## src/design/srtf_pkg.sv

```systemverilog
// Shared types and constants for the SRTF scheduler.
// Used by srtf_ctrl, srtf_dp and srtf_scheduler; depends on nothing else.
package srtf_pkg;

    localparam int MAX_PROCESSES_DEF = 64;
    localparam int BURST_W           = 16;
    localparam int TIME_W            = 32;
    localparam int SUM_W             = 38;
    localparam int IDX_OUT_W         = 6;

    // Function codes of an input transfer
    localparam logic FUNC_LOAD = 1'b0;
    localparam logic FUNC_TICK = 1'b1;

    // One process table entry
    typedef struct packed {
        logic [BURST_W-1:0] remaining;
        logic [BURST_W-1:0] burst;
        logic [TIME_W-1:0]  arrival;
    } t_entry;

    typedef enum logic [3:0] {
        ST_IDLE,
        ST_SCAN,
        ST_PICK,
        ST_UPDATE,
        ST_WAIT,
        ST_TURN,
        ST_SUM,
        ST_EMIT
    } t_state;

    // Commands from the controller to the datapath
    typedef struct packed {
        logic load;
        logic scan_start;
        logic scan_step;
        logic pick;
        logic update;
        logic calc_wait;
        logic calc_turn;
        logic sum;
        logic time_inc;
        logic emit;
    } t_cmd;

    // Status from the datapath to the controller
    typedef struct packed {
        logic scan_done;
        logic found;
        logic last_unit;
        logic out_free;
    } t_status;

endpackage

```

## src/design/srtf_ctrl.sv

```systemverilog
// Sequencer for the SRTF scheduler: load, scan, pick, update, completion math, emit.
// Depends on srtf_pkg; drives the datapath srtf_dp through t_cmd.
module srtf_ctrl import srtf_pkg::*; (
    input  logic    i_clk,
    input  logic    i_rst_n,
    input  logic    i_valid,
    input  logic    i_func,
    input  t_status i_status,
    output t_cmd    o_cmd,
    output logic    o_stall,
    output t_state  o_state
);

    t_state r_state;
    t_state n_state;

    // Hold the state register
    always_ff @(posedge i_clk) begin
        if (!i_rst_n) begin
            r_state <= ST_IDLE;
        end else begin
            r_state <= n_state;
        end
    end

    // Next state and commands
    always_comb begin
        n_state = r_state;
        o_cmd   = '0;
        o_stall = 1'b1;
        unique case (r_state)
            ST_IDLE: begin
                o_stall = 1'b0;
                if (i_valid) begin
                    if (i_func == FUNC_LOAD) begin
                        o_cmd.load = 1'b1;
                        n_state    = ST_EMIT;
                    end else begin
                        o_cmd.scan_start = 1'b1;
                        n_state          = ST_SCAN;
                    end
                end
            end
            ST_SCAN: begin
                o_cmd.scan_step = 1'b1;
                if (i_status.scan_done) begin
                    n_state = ST_PICK;
                end
            end
            ST_PICK: begin
                o_cmd.pick = 1'b1;
                if (i_status.found) begin
                    n_state = ST_UPDATE;
                end else begin
                    o_cmd.time_inc = 1'b1;
                    n_state        = ST_EMIT;
                end
            end
            ST_UPDATE: begin
                o_cmd.update = 1'b1;
                if (i_status.last_unit) begin
                    n_state = ST_WAIT;
                end else begin
                    o_cmd.time_inc = 1'b1;
                    n_state        = ST_EMIT;
                end
            end
            ST_WAIT: begin
                o_cmd.calc_wait = 1'b1;
                n_state         = ST_TURN;
            end
            ST_TURN: begin
                o_cmd.calc_turn = 1'b1;
                n_state         = ST_SUM;
            end
            ST_SUM: begin
                o_cmd.sum      = 1'b1;
                o_cmd.time_inc = 1'b1;
                n_state        = ST_EMIT;
            end
            ST_EMIT: begin
                if (i_status.out_free) begin
                    o_cmd.emit = 1'b1;
                    n_state    = ST_IDLE;
                end
            end
            default: begin
                n_state = ST_IDLE;
            end
        endcase
    end

    assign o_state = r_state;

endmodule

```

## config.mk

```make
export PLATFORM = sky130hd
export DESIGN_NAME = srtf_ctrl
export DESIGN_NICKNAME = d
export VERILOG_FILES = /design/src/design/srtf_pkg.sv /design/src/design/srtf_ctrl.sv
export SDC_FILE = /design/constraint.sdc
export NUM_CORES = 1
export LEC_CHECK = 0
export ABC_CLOCK_PERIOD_IN_PS = 1800
export BUFFER_PORTS_ARGS = -buffer_cell sky130_fd_sc_hd__buf_2
export CORE_AREA = 2 2 39 41
export CTS_CLUSTER_DIAMETER = 120
export DETAILED_ROUTE_END_ITERATION = 12
export DIE_AREA = 0 0 41 43
export PLACE_DENSITY = 0.49
export SLEW_MARGIN = 20
export SYNTH_ARGS = -nofsm -noshare
export SYNTH_HDL_FRONTEND = slang
export SYNTH_SLANG_ARGS = --single-unit
```

## constraint.sdc

```tcl
create_clock -name i_clk -period 1.8 [get_ports i_clk]
set_input_delay 0.09 -clock i_clk [delete_from_list [all_inputs] [get_ports i_clk]]
set_output_delay 0.09 -clock i_clk [all_outputs]
set_load 0.03 [all_outputs]
```

After elaboration in Yosys (flattened, before gate mapping)
Index checks and enable logic that the tools add are counted.
{"block": "word_totals", "ff_bits": 4, "latchBits": 0, "ram_bits": 0, "romBits": 0, "word_cells": 36, "mem_count": 0}
{"block": "classes", "add_sub_neg": 0, "n_mul": 0, "n_div": 0, "order_cmp": 0, "n_eq_ne": 10, "n_shift": 0, "mux": 23, "bitwise_logic": 0, "n_reduce_logical": 2}
{"operator": "$pmux 4 s8", "count": 1}
{"operator": "$eq 4x3->1 const B", "count": 4}
{"operator": "$mux 1", "count": 13}
{"operator": "$mux 4", "count": 3}
{"operator": "$eq 4x2->1 const B", "count": 2}
{"operator": "$mux 2", "count": 3}
{"operator": "$mux 3", "count": 2}
{"operator": "$ne 2x2->1 const B", "count": 3}
{"operator": "$eq 4x1->1 const B", "count": 1}
{"operator": "$logic_not 4->1", "count": 1}
{"operator": "$pmux 1 s3", "count": 1}
{"operator": "$reduce_and 3->1", "count": 1}

Longest topological paths before layout
Gate-level depths: netlist of the first run.
{"block": "logic_depth", "depth_word": 3, "ltp_mapped": 4, "mapped_depth_nobuf": 3}

Worst setup path after synthesis of the first run
No wires, ideal clock.
{"block": "synth_path", "kind": "register to output", "from": "register r_state[1] (netlist: o_state[1])", "to": "output o_cmd[6] (netlist bit)", "arrival_time_ps": 1478, "slack_ps": 232, "stages_incl_launch_ff": 4, "path_buffers": 1, "path_cell_list": "dfxtp_1 buf_2 inv_1 nor3_1"}
{"item": "from (decl)", "line": "srtf_ctrl.sv:14", "rtl": "t_state r_state;"}
{"item": "from (signal assigned)", "line": "srtf_ctrl.sv:22", "rtl": "r_state <= n_state;"}
{"item": "to (decl)", "line": "srtf_ctrl.sv:9", "rtl": "output t_cmd o_cmd,"}

==> flow_summary.json, run 1 <==
{
  "netlist_instances": 45,
  "whs_ns": 0.130,
  "cts_tree": "built",
  "clk_pin_slew_ns": 0.04,
  "cts_sinks": 3,
  "leakage_nw": 0.262,
  "status": "completed",
  "portBuffers": 21,
  "fp-row-count": 14,
  "slowest_stage": "dfxtp_1",
  "viasPerCell": 4.55,
  "vias": 373,
  "crit_type": "flip-flop to output port",
  "antenna_found_initial": 0,
  "ys_ff_latch": 3,
  "fmax_ghz": 0.656,
  "postCtsHoldBufs": 0,
  "design_area_sq_um": 444,
  "die_width_um": 41,
  "max-vdd-ir-drop_uv": 483,
  "largest_reg_flops": 3,
  "drt_iter0_drc": 6,
  "cp_max_fo": 14,
  "dp.final_hpwl_um": 650,
  "powerDensity_mw_per_mm2": 1400,
  "drt-total-wl_um": 833,
  "die_h_um": 43,
  "overflow": 0,
  "crit_path_cell_trace": "nand2b_1 -> a2bb2oi_1 -> nor2_1 -> buf_2",
  "grt_max_degree": 16,
  "ant_nets": 0,
  "hold_viol_final": 0,
  "track_usage_pct": 11.2,
  "synth.distinct_cells": 23,
  "die-area_sq_mm": 0.00176,
  "drive_above_1_share_pct": 37.9,
  "fin_skew_ns": 0.00363,
  "rsz0062_at_grt": "no",
  "gp_congestion": 0.702,
  "rrSetupSlack_ns": 0.42,
  "synth_top_area_share_pct": 18.7,
  "io-pin-count": 23,
  "clockBufferDepth": 2,
  "dp.cells": 78,
  "cts_setup_buffers": 0,
  "core-area_sq_mm": 0.00138,
  "synth_area_sq_um": 322,
  "yosys_warnings": 0,
  "crit_arrival_ns": 1.43,
  "synthTopCellsByCount": "and3_1 (5), nor2_1 (5), inv_1 (4)",
  "synth_edf_count": 0,
  "yosysSeqAreaShare_pct": 18.7,
  "hp-class": "input pin to flip-flop",
  "cts_root_buffer": "clkbuf_4",
  "wl_per_cell_um": 10.2,
  "post-route-min-period_ns": 1.52,
  "insertion_delay_ns": 0.23,
  "syn-num-nets": 53,
  "cpPeakStageDelay_ns": 0.60,
  "grt_pass1_wl_um": 1290,
  "synth-async-reset-ratio_pct": 0,
  "layout.cells.non_filler": 82,
  "synth_flop_cell": "dfxtp_1",
  "area_growth_pct": 38.1,
  "drc_errors": 0,
  "synth_area_leader_cell": "dfxtp_1",
  "fin_tns_setup_ns": 0,
  "cp-end-kind": "output port",
  "finalSetupViolCount": 0,
  "place_area_sq_um": 418,
  "layout.nets": 75,
  "grt_pass1_vias": 312,
  "slew_viol_final": 0,
  "antennaDiodeCount": 0,
  "avgSynthCellArea_sq_um": 7.15,
  "start_util_pct": 23.2,
  "drt_first_pass_iters": 4,
  "critPathRequiredTime_ns": 1.71,
  "cts-resized-gates": 0,
  "cp-start-kind": "flip-flop",
  "cts.htree.levels": 1,
  "synthTopCellsByArea": "dfxtp_1 (19%), and3_1 (9.7%), mux2i_1 (6.2%), nor2_1 (5.8%), inv_1 (4.7%)",
  "cts_buffers": 3,
  "max_cap_violations": 0,
  "fin_crit_sh_pct": 84.7
}
## cell usage in the layout (no fill, tap or decap), drive strengths merged
master	count
xnor2	1
a21boi	1
buf	21
o21ai	2
clkbuf	4
or2	1
nor2b	2
nand2	3
nand2b	2
and3	5
o211a	1
inv	4
a2bb2oi	1
a32o	1
a222oi	1
conb	1
mux2	1
o31ai	2
mux2i	2
nor3	2
dfxtp	3
nor2	5
## logic make-up after synthesis
| family | count (synthesis) | synth area share [%] |
|---|---|---|
| buffers and inverters | 8 | 13.6 |
| and+or+nand+nor | 20 | 31.9 |
| DFF | 3 | 18.7 |
| xor gates and xnor gates | 1 | 2.72 |
| muxes | 3 | 9.73 |
| other | 1 | 1.17 |
| AOI/OAI and AO/OA | 9 | 22.2 |
## final cells by class
type                    count  area, sq um
repair buffers             21          105
inverters                   4         15.0
multi-input cells          34          218
fillers                   163          940
clock buffers               4         26.3
well taps                  16         20.0
flip-flops and latches      3         60.1
## report_power, final
part	total [mW]	switching, mW	internal [mW]
combinational	0.358	0.228	0.130
sequential	0.147	0.0609	0.0859
clock	0.117	0.0342	0.0830
total	0.622	0.324	0.298
## final timing paths
check	start	end	cells past startpoint
setup / recovery	o_state[0]$_SDFFE_PN0P_	o_cmd[1]	4
hold / removal	i_rst_n	o_state[2]$_SDFFE_PN0P_	2
setup reg to reg	o_state[0]$_SDFFE_PN0P_	o_state[1]$_SDFFE_PN0P_	3
hold reg to reg	o_state[1]$_SDFFE_PN0P_	o_state[0]$_SDFFE_PN0P_	2
## worst max-delay path: cells and delay by family, from the launching register on
kind | cells | cell delay [ns]
simple gates | 2 | 0.25
flops | 1 | 0.60
compound gates | 1 | 0.16
buf+inv | 1 | 0.20
## per-layer routing
layer / global-route usage (%) / share of wire (%) / vias up
li1: - / - / 198
met5: 0 / 0 / -
met4: 8.00 / 0 / 0
met2: 16.3 / 47 / 13
met3: 4.71 / 9.2 / 0
met1: 12.5 / 44 / 162
## metrics by stage
stage	setup slack [ns]	power (mW)	util, %
floorplan	0.232	0.428	-
global placement	0.423	0.510	30.2
detailed placement	0.437	0.508	30.2
CTS	0.276	0.636	32.1
global route	0.171	0.675	32.1
finish	0.276	0.622	32.1
No activity file was read; power rests on OpenSTA's default activity.
==> inputs of run 2 (changes only) <==
--- a/config.mk
+++ b/config.mk
@@ -5,13 +5,13 @@
 export SDC_FILE = /design/constraint.sdc
 export NUM_CORES = 1
 export LEC_CHECK = 0
-export ABC_CLOCK_PERIOD_IN_PS = 1800
+export ABC_CLOCK_PERIOD_IN_PS = 1300
 export BUFFER_PORTS_ARGS = -buffer_cell sky130_fd_sc_hd__buf_2
 export CORE_AREA = 2 2 39 41
 export CTS_CLUSTER_DIAMETER = 120
 export DETAILED_ROUTE_END_ITERATION = 12
 export DIE_AREA = 0 0 41 43
-export PLACE_DENSITY = 0.49
+export PLACE_DENSITY = 0.51
 export SLEW_MARGIN = 20
 export SYNTH_ARGS = -nofsm -noshare
 export SYNTH_HDL_FRONTEND = slang
==> constraint.sdc (replaced) <==
create_clock -name i_clk -period 1.3 [get_ports i_clk]
set_input_delay 0.065 -clock i_clk [delete_from_list [all_inputs] [get_ports i_clk]]
set_output_delay 0.065 -clock i_clk [all_outputs]
set_load 0.03 [all_outputs]
==> run 2 against run 1 <==
First-iteration DRC count down 17%. Clock skew grew 0.00070 ns. Hold slack got worse by 0.036 ns. Via count up 17%. Utilization is 12 points higher. Design area increased by 38%. Critical path type is now flip-flop to flip-flop. Highest routed layer unchanged.
==> flow_summary.json, run 2 (synthesized netlist as in run 1, its figures left out) <==
{
  "status": "completed",
  "finalSetupViolCount": 0,
  "grt_pass1_wl_um": 1400,
  "cp-end-kind": "flip-flop",
  "crit_type": "flip-flop to flip-flop",
  "fin_skew_ns": 0.00434,
  "crit_buf_inv": 1,
  "portBuffers": 21,
  "grt_pass1_vias": 342,
  "worstSetupPathDepth": 4,
  "antenna_found_initial": 0,
  "final_cell_mix": "buf_2 (17), buf_4 (10), and3_1 (5)",
  "worstHoldStart": "i_rst_n",
  "drt_iter0_drc": 5,
  "crit_path_cell_trace": "buf_6 -> or2_1 -> a222oi_1 -> o211a_1",
  "die-area_sq_mm": 0.00176,
  "worst-r2r-cell-count": 4,
  "hold_end": "o_state[2]$_SDFFE_PN0P_",
  "io-pin-count": 23,
  "ant_nets": 0,
  "cp-start-kind": "flip-flop",
  "max_cap_violations": 0,
  "insertion_delay_ns": 0.23,
  "fmax_ghz": 0.778,
  "rrSetupSlack_ns": 0.01,
  "cts_buffers": 3,
  "critical-path-top-delay-family": "compound AO/OA/AOI/OAI gates",
  "wl_per_cell_um": 10.7,
  "die_h_um": 43,
  "vias": 436,
  "core-area_sq_mm": 0.00138,
  "dp.final_hpwl_um": 639,
  "layout_commonest_cell": "buf_2",
  "fin_crit_sh_pct": 98.9,
  "track_usage_pct": 11.8,
  "start_util_pct": 23.2,
  "design_area_sq_um": 614,
  "cts_tree": "built",
  "die_width_um": 41,
  "hp-class": "input pin to flip-flop",
  "max-vdd-ir-drop_uv": 898,
  "drive_above_1_share_pct": 59.7,
  "antennaDiodeCount": 0,
  "fin_util_pct": 44.4,
  "place_area_sq_um": 444,
  "overflow": 0,
  "powerDensity_mw_per_mm2": 1830,
  "cts_root_buffer": "clkbuf_4",
  "area_growth_pct": 91.1,
  "rsz0062_at_grt": "yes",
  "clockBufferDepth": 2,
  "drt-total-wl_um": 992,
  "postCtsHoldBufs": 0,
  "whs_ns": 0.0944,
  "fp-row-count": 14,
  "cpPeakStageDelay_ns": 0.35,
  "drc_errors": 0,
  "fillers": 147,
  "largest_reg_flops": 3,
  "layout.nets": 86,
  "slowest_stage": "dfxtp_4",
  "rr_endpoint": "o_state[2]$_SDFFE_PN0P_",
  "hold_viol_final": 0,
  "cp_max_fo": 5,
  "crit_arrival_ns": 1.45,
  "drt_first_pass_iters": 5,
  "clk_pin_slew_ns": 0.04,
  "post-route-min-period_ns": 1.29,
  "cts_sinks": 3,
  "critPathRequiredTime_ns": 1.47,
  "viasPerCell": 4.69,
  "grt_max_degree": 15,
  "whs_path_depth": 2,
  "gp_congestion": 0.770,
  "cts.htree.levels": 1,
  "r2r_start": "o_state[0]$_SDFFE_PN0P_",
  "slew_viol_final": 0,
  "leakage_nw": 0.334,
  "fin_tns_setup_ns": 0
}
## run 2: per-layer routing
layer / track usage (%) / up-vias / wire [um]
li1: - / 219 / -
met1: 12.9 / 192 / 408
met2: 17.8 / 25 / 516
met3: 4.71 / 0 / 67
met4: 8.00 / 0 / 0
met5: 0 / - / 0
## run 2: repair_timing
action / in CTS / in global routing
resized for setup: 4 / 16
setup endpoints to repair: 4 / 6
pin swaps: 0 / 5
buffers inserted: 3 / 7
## run 2: worst max-delay path by stage
stage               slack [ns]                       to                     from
global placement          0.07  o_state[1]$_SDFFE_PN0P_  o_state[0]$_SDFFE_PN0P_
CTS                      0.007                 o_cmd[9]  o_state[0]$_SDFFE_PN0P_
global route             -0.04  o_state[2]$_SDFFE_PN0P_  o_state[0]$_SDFFE_PN0P_
floorplan                 0.06                 o_cmd[8]  o_state[2]$_SDFFE_PN0P_
finish                    0.01  o_state[2]$_SDFFE_PN0P_  o_state[0]$_SDFFE_PN0P_
detailed placement        0.07  o_state[1]$_SDFFE_PN0P_  o_state[0]$_SDFFE_PN0P_
## run 2: area by class of cell
class | instances | area, sq um | share of cell area (%)
Inverter | 4 | 15.0 | 2.44
Sequential cell | 3 | 71.3 | 11.6
Clock buffer | 4 | 26.3 | 4.28
Timing Repair Buffer | 32 | 221 | 36.0
Multi-Input combinational cell | 34 | 260 | 42.4
Tap cell | 16 | 20.0 | 3.26
## run 2: through the flow
stage	std cells	setup slack, ns	power [mW]
2_1_floorplan	45	0.0594	0.616
3_3_place_gp	79	0.0689	0.741
3_5_place_dp	79	0.0717	0.740
4_1_cts	86	0.00698	0.966
5_1_grt	93	-0.0393	1.22
6_report	93	0.0148	1.13
## run 2: worst reg2reg max path, cell delays in order, from the launching register on
cell and delay, ns:
dfxtp_4 0.35, buf_6 0.12, or2_1 0.20, a222oi_1 0.35, o211a_1 0.20
## run 2: power breakdown
part           internal, mW  leakage (nW)  switching (mW)
combinational         0.353         0.293           0.412
clock                 0.115        0.0150          0.0479
sequential            0.133        0.0267          0.0646
==> inputs of run 3 (changes only) <==
--- a/config.mk
+++ b/config.mk
@@ -5,13 +5,13 @@
 export SDC_FILE = /design/constraint.sdc
 export NUM_CORES = 1
 export LEC_CHECK = 0
-export ABC_CLOCK_PERIOD_IN_PS = 1300
+export ABC_CLOCK_PERIOD_IN_PS = 1200
 export BUFFER_PORTS_ARGS = -buffer_cell sky130_fd_sc_hd__buf_2
 export CORE_AREA = 2 2 39 41
 export CTS_CLUSTER_DIAMETER = 120
 export DETAILED_ROUTE_END_ITERATION = 12
 export DIE_AREA = 0 0 41 43
-export PLACE_DENSITY = 0.51
+export PLACE_DENSITY = 0.49
 export SLEW_MARGIN = 20
 export SYNTH_ARGS = -nofsm -noshare
 export SYNTH_HDL_FRONTEND = slang
==> constraint.sdc (replaced) <==
create_clock -name i_clk -period 1.2 [get_ports i_clk]
set_input_delay 0.06 -clock i_clk [delete_from_list [all_inputs] [get_ports i_clk]]
set_output_delay 0.06 -clock i_clk [all_outputs]
set_load 0.03 [all_outputs]
==> run 3 against run 2 <==
The flow now finishes with violations (setup timing). Largest cell class unchanged. Critical endpoint is now o_cmd[8]. Cell count is 1.1% higher. Combinational power is 22% higher. Design area grew 8.1%. Highest routed layer is now met4. Hold slack worse by 0.0095 ns. Register-to-register slack got worse by 0.05 ns. Clock power increased by 15%.
==> flow_summary.json, run 3 (synthesized netlist as in run 1, its figures left out) <==
{
  "leakage_nw": 0.352,
  "crit_buf_inv": 2,
  "clockPowerShare_pct": 14.1,
  "finalSetupViolCount": 7,
  "area_growth_pct": 107,
  "multi_input_area_sq_um": 278,
  "worstSetupPathDepth": 4,
  "critPathRequiredTime_ns": 1.14,
  "largest_reg_flops": 3,
  "crit_arrival_ns": 1.20,
  "fin_ws_ns": -0.0639,
  "portBuffers": 21,
  "clk_pin_slew_ns": 0.04,
  "pre_cts_slack_ns": 0.0408,
  "gp_congestion": 0.695,
  "p_int_uw": 717,
  "status": "finished with violations",
  "drt_iter0_drc": 6,
  "core-area_sq_mm": 0.00138,
  "cts_sinks": 3,
  "vias": 451,
  "cpPeakStageDelay_ns": 0.36,
  "fin_util_pct": 48.0,
  "io-pin-count": 23,
  "die_width_um": 41,
  "fmax_ghz": 0.791,
  "drc_errors": 0,
  "fin_skew_ns": 0.00874,
  "fin_crit_sh_pct": 105,
  "critical-path-top-delay-family": "flip-flops",
  "start_util_pct": 23.2,
  "die-area_sq_mm": 0.00176,
  "max_cap_violations": 0,
  "clockBufferDepth": 2,
  "slowest_stage": "dfxtp_4",
  "crit_path_cell_trace": "buf_6 -> nor3_4 -> and3_4 -> buf_6",
  "dp.final_hpwl_um": 696,
  "p_sw_uw": 614,
  "die_h_um": 43,
  "critPathMostFrequentCell": "buf_6",
  "pwr-share-comb_pct": 70.0,
  "worst-r2r-cell-count": 4,
  "grt_pass1_vias": 377,
  "cp-start-kind": "flip-flop",
  "violations": "setup timing",
  "track_usage_pct": 13.5,
  "seqPwrFrac_pct": 15.9,
  "crit_type": "flip-flop to output port",
  "fp-row-count": 14,
  "hp-class": "input pin to flip-flop",
  "grt_pass1_wl_um": 1610,
  "antenna_found_initial": 0,
  "grt_max_degree": 12,
  "swShare_pct": 46.1,
  "fillers": 131,
  "wl_per_cell_um": 12.8,
  "postCtsHoldBufs": 0,
  "seq_area_sq_um": 71.3,
  "drt-total-wl_um": 1200,
  "overflow": 0,
  "final_cell_mix": "buf_2 (13), buf_4 (10), buf_6 (9)",
  "layout_commonest_cell": "buf_2",
  "drive_above_1_share_pct": 64.1,
  "viasPerCell": 4.80,
  "rsz0062_at_grt": "yes",
  "hold_viol_final": 0,
  "ant_nets": 0,
  "slew_viol_final": 0,
  "drt_first_pass_iters": 5,
  "layout.nets": 87,
  "max-vdd-ir-drop_uv": 737,
  "cts_buffers": 3,
  "cts_tree": "built",
  "cts_root_buffer": "clkbuf_4",
  "cts.htree.levels": 1,
  "cp-end-kind": "output port",
  "insertion_delay_ns": 0.24,
  "cp_max_fo": 6,
  "whs_path_depth": 2,
  "powerDensity_mw_per_mm2": 2000,
  "antennaDiodeCount": 0,
  "post-route-min-period_ns": 1.26
}
[run 3: cell count changes in the layout (fill, tap and decap cells not counted), sizes merged]
cell	change
buf	+1
clkbuf	-1
dlymetal6s2s	+1
[run 3: layout make-up]
class | count | share of cell area (%)
multi-input combinational | 34 | 41.8
inverter | 4 | 2.26
sequential | 3 | 10.7
tap | 16 | 3.01
clock buffer | 4 | 3.95
timing repair buffer | 33 | 38.2
[run 3: final timing paths]
path	start	endpoint	slack, ns
worst max-delay path	o_state[0]$_SDFFE_PN0P_	o_cmd[8]	-0.06
worst min-delay path	i_rst_n	o_state[2]$_SDFFE_PN0P_	0.08
worst max register to register	o_state[0]$_SDFFE_PN0P_	o_state[2]$_SDFFE_PN0P_	-0.04
worst min register to register	o_state[2]$_SDFFE_PN0P_	o_state[1]$_SDFFE_PN0P_	0.73
[run 3: power by group through the flow]
stage          Combinational, mW  Sequential, mW  Clock, mW
2_1_floorplan              0.457           0.221          0
3_3_place_gp               0.616           0.219          0
3_5_place_dp               0.609           0.222          0
4_1_cts                    0.717           0.220      0.187
5_1_grt                    0.987           0.219      0.206
6_report                   0.932           0.212      0.188
[run 3: timing repair]
action                                 CTS  global route
buffers inserted                         3             6
endpoints found under the hold margin    0             0
gates resized for setup                 15            20
setup endpoints to repair                9             9
cloned                                   0             0
pin swaps                                2             4
[run 3: worst register-to-register path, stage by stage (launching register included)]
cell      delay [ns]
dfxtp_4         0.36
buf_6           0.13
or2_1           0.22
a222oi_1        0.31
o211a_1         0.17
[run 3: metrics by stage]
stage	instance area, sq um	setup TNS [ns]	hold WS (ns)	total power, mW	cells
floorplan	347	0	0.161	0.677	45
finish	664	-0.288	0.0849	1.33	94
CTS	563	-0.171	0.0789	1.12	88
global placement	463	0	0.329	0.836	81
global route	664	-0.763	0.0754	1.41	94
detailed placement	463	0	0.333	0.831	81
[run 3: per-layer routing]
layer	up-vias	GRT usage (%)	part of all wire [%]
li1	221	-	-
met1	212	15.4	41
met2	16	20.6	53
met3	2	3.14	4.2
met4	0	10.0	1.2
met5	-	0	0
